File: config.mk
export PLATFORM = sky130hd
export DESIGN_NAME = single_server_fifo_service_tracker
export DESIGN_NICKNAME = d
export VERILOG_FILES = /design/src/sv/sst_pkg.sv /design/src/sv/single_server_fifo_service_tracker.sv /design/src/sv/sst_cell.sv
export SDC_FILE = /design/constraint.sdc
export NUM_CORES = 1
export LEC_CHECK = 0
export ABC_AREA = 1
export ABC_CLOCK_PERIOD_IN_PS = 6500
export BUFFER_PORTS_ARGS = -buffer_cell sky130_fd_sc_hd__buf_4
export CAP_MARGIN = 20
export CORE_MARGIN = 2
export CORE_UTILIZATION = 55
export CTS_CLUSTER_SIZE = 8
export DETAILED_ROUTE_END_ITERATION = 8
export HOLD_SLACK_MARGIN = 0.02
export PLACE_DENSITY = 0.73
export RECOVER_POWER = 100
export SLEW_MARGIN = 25
export SYNTH_ARGS = -nofsm -noshare
export SYNTH_HDL_FRONTEND = slang
export SYNTH_SLANG_ARGS = --single-unit
File: constraint.sdc
create_clock -name clock -period 6.5 [get_ports clock]
set_clock_uncertainty 0.1 [all_clocks]
set_input_delay 0.975 -clock clock [delete_from_list [all_inputs] [get_ports clock]]
set_output_delay 0.975 -clock clock [all_outputs]
set_load 0.05 [all_outputs]
File: src/sv/sst_pkg.sv
`default_nettype none

package sst_pkg;

   // Slot count of the queue; it holds one fewer entry, QUEUE_CAP.
   localparam int QUEUE_SLOTS = 8;
   localparam int QUEUE_CAP   = QUEUE_SLOTS - 1;
   // Count holds 0..QUEUE_CAP.
   localparam int COUNT_W     = (QUEUE_SLOTS > 2) ? $clog2(QUEUE_SLOTS) : 1;

   typedef struct packed {
      logic [15:0] id;
      logic [15:0] arrived;
      logic [3:0]  need;
   } sst_entry_type;

   typedef struct packed {
      logic shift;   // queue pops: take the neighbor's entry
      logic load;    // this cell is where the arriving entry lands
   } sst_cell_ctl_type;

endpackage

`default_nettype wire

File: src/sv/single_server_fifo_service_tracker.sv
`default_nettype none

// Single-server FIFO service tracker. Every accepted req word is one tick of
// a single-server queue: an optional arrival with its service need, then one
// server step. Each arrival takes the next 16-bit id, dropped or not. Waiting
// entries live in a row of sst_cell registers, the head in cell 0; a start of
// service shifts the whole row one cell toward the head in the same cycle, and
// the arrival is written straight into the first free cell, so no ring
// pointers are kept. An arrival that finds an empty queue and an idle server
// starts at once with a wait of zero. The queue holds QUEUE_SLOTS-1 entries.
// Rate: one word per clock cycle while req_stall is low; the whole tick
// (push, pop, shift, wait add) resolves combinationally and lands in the
// rsp output register. A new req word is taken while the previous rsp word
// is still pending as long as rsp_stall is low; req_stall is high only
// while a finished rsp word is held by rsp_stall. The wait total is a
// 32-bit saturating sum; waits and ids wrap at 65536. No clearing pass
// follows reset: cell contents are only read once written.
module single_server_fifo_service_tracker
   import sst_pkg::*;
(
   input  wire logic        clock,
   input  wire logic        reset,
   input  wire logic        req_valid,
   output logic             req_stall,
   input  wire logic        req_arrives,
   input  wire logic [3:0]  req_service_need,
   output logic             rsp_valid,
   input  wire logic        rsp_stall,
   output logic             rsp_accepted,
   output logic             rsp_dropped,
   output logic [15:0]      rsp_assigned_id,
   output logic             rsp_started,
   output logic [15:0]      rsp_started_id,
   output logic [15:0]      rsp_started_wait,
   output logic [2:0]       rsp_queue_count,
   output logic [31:0]      rsp_wait_accum,
   output logic [15:0]      rsp_total_arrivals
);

   // ---- tracker state ----
   logic [COUNT_W-1:0] count_ff, count_in;
   logic [3:0]         remain_ff, remain_in;
   logic [15:0]        tick_ff;
   logic [15:0]        next_id_ff, next_id_in;
   logic [31:0]        wait_sum_ff, wait_sum_in;

   // ---- output word register ----
   logic        rsp_valid_ff;
   logic        accepted_ff, dropped_ff, started_ff;
   logic [15:0] assigned_ff, started_id_ff, started_wait_ff;
   logic [2:0]  queue_count_ff;
   logic [31:0] wait_accum_ff;
   logic [15:0] total_arrivals_ff;

   // ---- tick decode ----
   logic               take;
   logic               full, enq, drop, busy, from_store, pop, pop_store, push;
   logic [3:0]         need_fix;
   logic [COUNT_W-1:0] load_pos;
   logic [15:0]        wait_ticks;
   logic [32:0]        sum_wide;
   sst_entry_type      new_entry, head;

   sst_entry_type      entries [QUEUE_CAP];
   sst_cell_ctl_type   cell_ctl [QUEUE_CAP];

   // Hold the input only while a finished word waits downstream.
   assign req_stall = rsp_valid_ff & rsp_stall;
   assign take      = req_valid & ~req_stall;

   always_comb begin
      full       = (count_ff == COUNT_W'(QUEUE_CAP));
      enq        = req_arrives & ~full;
      drop       = req_arrives & full;
      // a need of zero behaves as one tick
      need_fix   = (req_service_need == 4'd0) ? 4'd1 : req_service_need;
      new_entry  = '{id: next_id_ff, arrived: tick_ff, need: need_fix};
      busy       = (remain_ff != 4'd0);
      from_store = (count_ff != '0);
      pop        = ~busy & (from_store | enq);
      pop_store  = pop & from_store;
      // arrival stays in the row unless it goes straight to the server
      push       = enq & ~(pop & ~from_store);
      // empty queue: this tick's arrival goes straight to the server
      head       = from_store ? entries[0] : new_entry;
      wait_ticks = tick_ff - head.arrived;
      sum_wide   = {1'b0, wait_sum_ff} + {17'd0, wait_ticks};
      // row shifts toward the head on a pop, so the free cell moves down one
      load_pos   = pop_store ? (count_ff - COUNT_W'(1)) : count_ff;

      unique case ({push, pop_store})
         2'b10:   count_in = count_ff + COUNT_W'(1);
         2'b01:   count_in = count_ff - COUNT_W'(1);
         default: count_in = count_ff;
      endcase

      priority if (busy) begin
         remain_in = remain_ff - 4'd1;
      end else if (pop) begin
         remain_in = head.need - 4'd1;
      end else begin
         remain_in = remain_ff;
      end

      wait_sum_in = pop ? (sum_wide[32] ? 32'hFFFF_FFFF : sum_wide[31:0]) : wait_sum_ff;
      next_id_in  = req_arrives ? (next_id_ff + 16'd1) : next_id_ff;
   end

   // ---- cell row ----
   for (genvar k = 0; k < QUEUE_CAP; k++) begin : g_cell
      sst_entry_type nbr;

      if (k < QUEUE_CAP - 1) begin : g_mid
         assign nbr = entries[k+1];
      end else begin : g_last
         assign nbr = entries[k];
      end

      assign cell_ctl[k].shift = take & pop_store;
      assign cell_ctl[k].load  = take & push & (load_pos == COUNT_W'(k));

      sst_cell u_cell (
         .clock      (clock),
         .ctl        (cell_ctl[k]),
         .shift_data (nbr),
         .load_data  (new_entry),
         .entry      (entries[k])
      );
   end

   // ---- state and output register ----
   always_ff @(posedge clock) begin
      if (reset) begin
         count_ff     <= '0;
         remain_ff    <= '0;
         tick_ff      <= '0;
         next_id_ff   <= '0;
         wait_sum_ff  <= '0;
         rsp_valid_ff <= 1'b0;
      end else begin
         if (take) begin
            count_ff     <= count_in;
            remain_ff    <= remain_in;
            tick_ff      <= tick_ff + 16'd1;
            next_id_ff   <= next_id_in;
            wait_sum_ff  <= wait_sum_in;
            rsp_valid_ff <= 1'b1;
         end else if (!rsp_stall) begin
            rsp_valid_ff <= 1'b0;
         end
      end
   end

   always_ff @(posedge clock) begin
      if (take) begin
         accepted_ff       <= enq;
         dropped_ff        <= drop;
         assigned_ff       <= req_arrives ? next_id_ff : 16'd0;
         started_ff        <= pop;
         started_id_ff     <= pop ? head.id : 16'd0;
         started_wait_ff   <= pop ? wait_ticks : 16'd0;
         queue_count_ff    <= 3'(count_in);
         wait_accum_ff     <= wait_sum_in;
         total_arrivals_ff <= next_id_in;
      end
   end

   assign rsp_valid          = rsp_valid_ff;
   assign rsp_accepted       = accepted_ff;
   assign rsp_dropped        = dropped_ff;
   assign rsp_assigned_id    = assigned_ff;
   assign rsp_started        = started_ff;
   assign rsp_started_id     = started_id_ff;
   assign rsp_started_wait   = started_wait_ff;
   assign rsp_queue_count    = queue_count_ff;
   assign rsp_wait_accum     = wait_accum_ff;
   assign rsp_total_arrivals = total_arrivals_ff;

   // ---- checks ----
   // occupancy never passes the usable depth
   a_count_cap: assert property (@(posedge clock) disable iff (reset)
      count_ff <= COUNT_W'(QUEUE_CAP))
      else $error("queue count above capacity");

   // a word taken while the server is busy never reports a start
   a_busy_no_start: assert property (@(posedge clock) disable iff (reset)
      (take && busy) |=> !rsp_started)
      else $error("service started while server busy");

   // a word is never both enqueued and dropped
   a_acc_drop: assert property (@(posedge clock) disable iff (reset)
      rsp_valid |-> !(rsp_accepted && rsp_dropped))
      else $error("arrival both accepted and dropped");

   // queue state freezes while the output word is held
   a_hold_state: assert property (@(posedge clock) disable iff (reset)
      req_stall |=> ($stable(count_ff) && $stable(tick_ff)))
      else $error("state moved while output held");

endmodule

`default_nettype wire

File: src/sv/sst_cell.sv
`default_nettype none

module sst_cell
   import sst_pkg::*;
(
   input  wire logic             clock,
   input  wire sst_cell_ctl_type ctl,
   input  wire sst_entry_type    shift_data,
   input  wire sst_entry_type    load_data,
   output sst_entry_type         entry
);

   sst_entry_type entry_ff;

   always_ff @(posedge clock) begin
      priority if (ctl.load) begin
         entry_ff <= load_data;
      end else if (ctl.shift) begin
         entry_ff <= shift_data;
      end
   end

   assign entry = entry_ff;

endmodule

`default_nettype wire

==> results.yml, run 1 <==
min_path:
  worstHoldStart: "g_cell[1].u_cell.entry[4]"
  hold_path_depth: 2
  hp-class: "reg -> reg"
  holdPathEnd: "g_cell[0].u_cell.entry[4]"
route:
  drt_iter0_drc: 1512
  post_drt_wl_per_cell_um: 18.4
  first_pass_iters: 5
  routed_wl_um: 49600
  ant_nets: 0
  viasPerCell: 5.54
  drc_errors: 0
  vias: 14890
critical_path:
  crit_type: "reg -> reg"
  r2r_cells: 13
  cp.buffers_inverters: 5
  arrival_ps: 5630
  start_kind: "register"
  worst_path_max_delay_cell: "clkbuf_1"
  endpoint_kind: "register"
  cp.depth: 13
  path_max_fanout: 73
  path_delay_family: "buffers and inverters"
  r2r-end: "g_cell[4].u_cell.entry[5]"
  rrSetupSlack_ps: 1030
  path_cells: "inv_1, ha_1, nand2_4, inv_4, nor2_8, inv_1, nand2_1, o21ai_4, nor2_1, nand3_2, clkbuf_1, nand2_1, clkbuf_2"
  cp.required_ps: 6670
  cpPeakStageDelay_ps: 2170
  r2r_start: "count_ff[0]"
pwr:
  p_total_mw: 8.43
  leakagePower_nw: 9.30
  irDropWorstVdd_mv: 0.272
  power_density_mw_per_mm2: 379
sta:
  rsz0062_at_grt: "no"
  worst_pin_slew_ps: 4180
  relSlewSlack_pct: -179
  worst_hold_slack_ps: 409
  fin_crit_ps: 5470
  fin_crit_sh_pct: 84.1
  timing.fmax_mhz: 183
  setup_viol: 0
  slew_violations: 432
  finalHoldViolations: 0
  setup_tns_ps: 0
logic_synthesis:
  ys_types: 44
  netlist_instances: 2074
  ys_ff_latch: 426
  syn_area_sq_mm: 0.0198
  ys_seq_area_share_pct: 61.0
  synth_area_per_cell_sq_um: 9.54
  syn_nets: 2125
  ys.warnings.count: 0
clock_tree:
  cts_buffers: 59
  cts_tree: "built"
  clkLatencyLatePin_ps: 630
  cts.sinks: 426
  cts_setup_buffers: 0
  postCtsHoldBufs: 0
  ctsLongestPathBuffers: 3
  path_clk_slew_ps: 50
  cts_root_buffer: "clkbuf_16"
  cts_max_level: 2
  cts_resized: 0
floorplan:
  dieWidth_um: 194
  ios: 113
  start_util_pct: 55.8
  num_rows: 69
  core_area_sq_mm: 0.0355
  die_h_um: 194
  dieArea_sq_mm: 0.0375
global_routing:
  grt_antenna_before_repair: 0
  grt_max_degree: 94
  first_global_vias: 14408
  grtUsageTotal_pct: 26.3
  grt_pass1_wl_um: 77900
  overflow: 0
outcome:
  status: "complete, but fails checks"
  violations: "max-capacitance violations, max-slew violations"
final_layout:
  antenna_cells: 0
  drive_above_1_share_pct: 4.98
  fin_util_pct: 62.7
  num-nets-final: 2233
  finalNonFillerCells: 2690
  syn2layout_area_growth_pct: 12.4
place:
  hpwl_um: 32300
  io_buffer_count: 112
  place_inst: 2582
  place_congestion: 0.972
run:
  cap_violations: 9
registers in the layout (all words and copies together) (netlist names):
register,count
count_ff,3
g_cell.u_cell.entry,252
next_id_ff,16
remain_ff,4
rsp_accepted,1
rsp_assigned_id,16
rsp_dropped,1
rsp_queue_count,3
rsp_started,1
rsp_started_id,16
rsp_started_wait,16
rsp_total_arrivals,16
rsp_valid,1
rsp_wait_accum,32
tick_ff,16
wait_sum_ff,32
cell type report:
cell class                 count  area (sq um)
clock buffer                 105          1680
tap                          461           577
fill                        2963         13200
inverter                     233           882
clock inverter                 3          51.3
multi-input combinational   1331          6440
timing repair buffer         131           537
sequential                   426         12100
power breakdown:
| group | switching [mW] | internal (mW) |
|---|---|---|
| clock network | 1.14 | 1.73 |
| logic | 1.54 | 0.507 |
| registers | 0.122 | 3.40 |
placed cells by master, fill, tap and decap left out, types with 2 or more instances in the layout:
| master | netlist | final |
|---|---|---|
| nor4_1 | 2 | 2 |
| o21ai_4 | 2 | 2 |
| or2_2 | 17 | 17 |
| clkbuf_4 | 0 | 2 |
| o211ai_1 | 2 | 2 |
| a21oi_1 | 100 | 100 |
| inv_1 | 224 | 225 |
| and2_0 | 0 | 2 |
| nand2_1 | 577 | 577 |
| clkbuf_1 | 38 | 161 |
| buf_4 | 4 | 9 |
| nand3_2 | 3 | 2 |
| nor3_1 | 20 | 20 |
| nand3_1 | 79 | 80 |
| a21o_1 | 3 | 3 |
| inv_2 | 4 | 2 |
| clkbuf_16 | 0 | 60 |
| fa_1 | 2 | 2 |
| a211oi_1 | 5 | 5 |
| clkbuf_2 | 0 | 3 |
| ha_1 | 40 | 40 |
| nand4_1 | 25 | 25 |
| o21ai_0 | 159 | 289 |
| clkinv_1 | 4 | 4 |
| nand3b_1 | 7 | 7 |
| edfxtp_1 | 354 | 354 |
| xor2_1 | 18 | 18 |
| xnor2_1 | 8 | 8 |
| dfxtp_1 | 72 | 72 |
| o21ai_1 | 139 | 9 |
| nor2_1 | 103 | 107 |
| nand2_2 | 3 | 3 |
routing by layer:
metal / global-route usage, % / vias to the layer above / part of all wire, %
met4: 9.87 / 0 / 3.1
li1: - / 7209 / -
met1: 34.9 / 6949 / 42
met5: 0 / - / 0
met2: 42.9 / 630 / 47
met3: 5.44 / 102 / 7.7
worst max-delay path by stage:
stage / startpoint / endpoint / slack [ps]
5_1_grt: count_ff[0] / g_cell[4].u_cell.entry[5] / 530
6_report: count_ff[0] / g_cell[4].u_cell.entry[5] / 1030
3_3_place_gp: count_ff[0] / rsp_wait_accum[9] / 1590
4_1_cts: count_ff[0] / rsp_wait_accum[12] / 1350
2_1_floorplan: rsp_stall / rsp_accepted / 1440
3_5_place_dp: count_ff[0] / rsp_wait_accum[12] / 1380
cells in the mapped netlist, drive strengths merged:
master	instances	area share, %
nand2	581	11
nand3b	7	0.27
o211a	1	0.051
and2	3	0.095
nor2	108	2.2
nor4	2	0.063
clkbuf	38	0.72
dfxtp	72	7.3
a31o	1	0.044
xor2	19	0.88
o211ai	2	0.076
o31ai	1	0.038
a22oi	1	0.038
clkinv	4	0.076
nand3	82	2.1
ha	40	2.5
nor3	20	0.51
xnor2	8	0.35
o21a	1	0.038
a21oi	100	2.5
or2	17	0.54
buf	46	1.2
nand4	26	0.90
inv	229	4.4
fa	2	0.20
a31oi	1	0.032
a211oi	5	0.19
o21ai	300	7.7
a21o	3	0.11
edfxtp	354	54
stage by stage:
stage | instance area [sq um] | setup WS (ps)
after detailed placement | 21000 | 1380
final | 22200 | 1030
after global routing | 22200 | 527
after CTS | 22700 | 1350
after global placement | 21000 | 1590
after floorplan | 19800 | 1440
worst min-delay path, cell delays in order (launching register included):
cell and delay (ps):
edfxtp_1 310, nand2_1 50, o21ai_0 50
logic make-up (layout without fill, tap and decap cells):
group | count (synthesis) | after routing | share of synthesized area, %
buffers and inverters | 317 | 472 | 6.35
AOI/OAI and AO/OA | 416 | 416 | 10.8
adders and majority gates | 42 | 42 | 2.73
DFF | 426 | 426 | 61.0
and+or+nand+nor | 846 | 846 | 17.8
xor gates and xnor gates | 27 | 27 | 1.23
(Power assumes the default switching activity.)
==> inputs of run 2 (changes only) <==
--- a/config.mk
+++ b/config.mk
@@ -6,7 +6,7 @@
 export NUM_CORES = 1
 export LEC_CHECK = 0
 export ABC_AREA = 1
-export ABC_CLOCK_PERIOD_IN_PS = 6500
+export ABC_CLOCK_PERIOD_IN_PS = 5300
 export BUFFER_PORTS_ARGS = -buffer_cell sky130_fd_sc_hd__buf_4
 export CAP_MARGIN = 20
 export CORE_MARGIN = 2
==> constraint.sdc (replaced) <==
create_clock -name clock -period 5.3 [get_ports clock]
set_clock_uncertainty 0.1 [all_clocks]
set_input_delay 0.795 -clock clock [delete_from_list [all_inputs] [get_ports clock]]
set_output_delay 0.795 -clock clock [all_outputs]
set_load 0.05 [all_outputs]
==> run 2 against run 1 <==
  * The run still ends with max-capacitance violations, max-slew violations left
  * Combinational power rose by 22%
  * Worst hold slack got worse by 120 ps
  * Final cell count rose by 0.41%
  * Non-clock buffer count rose by 10
  * Final area rose by 0.19%
  * Total power rose by 22%
  * Maximum frequency rose by 9.3%
  * Wire length fell by 0.31%
  * Flip-flop and latch count did not move
  * Worst setup slack got worse by 740 ps
  * Critical path type unchanged
  * Critical endpoint is now g_cell[5].u_cell.entry[3]
  * Largest cell class unchanged
==> results.yml, run 2 (same netlist as run 1, synthesis figures left out) <==
outcome:
  violations: "max-capacitance violations, max-slew violations"
  status: "complete, but fails checks"
clock_tree:
  path_clk_slew_ps: 50
  cts_setup_buffers: 0
  postCtsHoldBufs: 0
  cts_resized: 0
  cts_tree: "built"
  clkLatencyLatePin_ps: 620
  ctsLongestPathBuffers: 3
  cts_buffers: 59
  cts_root_buffer: "clkbuf_16"
  cts.sinks: 426
  cts_max_level: 2
critical_path:
  r2r_cells: 11
  endpoint_kind: "register"
  start_kind: "register"
  r2r_start: "count_ff[0]"
  critPathLaunch: "count_ff[0]"
  path_max_fanout: 35
  rrSetupSlack_ps: 300
  cp.required_ps: 5430
  arrival_ps: 5130
  crit_type: "reg -> reg"
final_layout:
  nFillCells: 3010
  layout_commonest_cell: "nand2_1"
  num-nets-final: 2243
  design_area_sq_mm: 0.0223
  fin_util_pct: 62.8
  largest_register_ffs: 252
  syn2layout_area_growth_pct: 12.6
  drive_above_1_share_pct: 5.63
  final_cell_mix: "nand2_1 (577), edfxtp_1 (354), o21ai_0 (289), inv_1 (224), clkbuf_1 (160)"
  antenna_cells: 0
pwr:
  leakagePower_nw: 9.34
  irDropWorstVdd_mv: 0.328
  power_density_mw_per_mm2: 461
floorplan:
  core_area_sq_mm: 0.0355
  dieWidth_um: 194
  ios: 113
  start_util_pct: 55.8
  dieArea_sq_mm: 0.0375
  num_rows: 69
  die_h_um: 194
place:
  post-place-ws_ps: 531
  place_congestion: 0.924
  io_buffer_count: 112
  postPlaceCellArea_sq_mm: 0.0211
  hpwl_um: 32300
min_path:
  hold_path_depth: 1
  worstHoldStart: "req_service_need[3]"
  hp-class: "in -> reg"
global_routing:
  grt_pass1_wl_um: 78500
  first_global_vias: 14554
  overflow: 0
  grtUsageTotal_pct: 26.4
  grt_max_degree: 93
  grt_antenna_before_repair: 0
sta:
  rsz0062_at_grt: "no"
  timing.fmax_mhz: 200
  slew_violations: 140
  worst_pin_slew_ps: 2350
  finalHoldViolations: 0
  setup_viol: 0
  fin_crit_ps: 5000
  setup_tns_ps: 0
  fin_crit_sh_pct: 94.4
  relSlewSlack_pct: -56.7
  fin_ws_ps: 297
route:
  vias: 14979
  drc_errors: 0
  post_drt_wl_per_cell_um: 18.3
  viasPerCell: 5.55
  routed_wl_um: 49400
  ant_nets: 0
  first_pass_iters: 5
  drt_iter0_drc: 1317
run:
  cap_violations: 3
==> run 2: cell types whose count changed in the layout (fill, tap and decap cells not counted), moves of 2 or more <==
cell | before | now
clkbuf_2 | 3 | 16
nor2_1 | 107 | 104
inv_6 | 1 | 3
nor2_2 | 0 | 2
==> run 2: cell type report <==
type | instances | area (sq um) | share of cell area [%]
clock buffer | 104 | 1650 | 7.39
clock inverter | 5 | 57.6 | 0.258
inverter | 233 | 882 | 3.96
multi-input combinational | 1331 | 6440 | 28.9
sequential | 426 | 12100 | 54.2
tap | 461 | 577 | 2.59
timing repair buffer | 141 | 599 | 2.69
==> run 2: worst paths after layout <==
kind / endpoint
setup reg to reg: g_cell[5].u_cell.entry[3]
hold / removal: g_cell[6].u_cell.entry[3]
hold reg to reg: g_cell[6].u_cell.entry[4]
setup / recovery: g_cell[5].u_cell.entry[3]
==> run 2: where the power goes <==
part / switching [mW] / total [mW] / internal, mW
Combinational: 1.87 / 2.50 / 0.628
Clock: 1.39 / 3.46 / 2.08
Sequential: 0.147 / 4.31 / 4.16
Total: 3.41 / 10.3 / 6.86
==> run 2: worst max-delay path: stages, from the launching register on <==
cell	delay (ps)
dfxtp_1	410
inv_1	120
ha_1	240
nand2_4	100
clkbuf_1	880
nor2_1	300
nor2_1	260
nand2_1	130
inv_1	120
nand3_1	960
nand2_1	380
clkbuf_2	610
==> run 2: through the flow <==
step           hold WS [ps]  instances  total power [mW]
2_1_floorplan           306       2074              6.21
4_1_cts                 237       2701              10.4
6_report                287       2701              10.3
5_1_grt                 275       2701              10.8
3_5_place_dp            393       2592              6.98
3_3_place_gp            373       2592              6.93
==> run 2: layer usage <==
layer | GRT usage [%] | wire (um)
met1 | 35.9 | 20900
met4 | 10.8 | 1720
met5 | 0 | 0
met3 | 4.09 | 3720
met2 | 42.7 | 23100
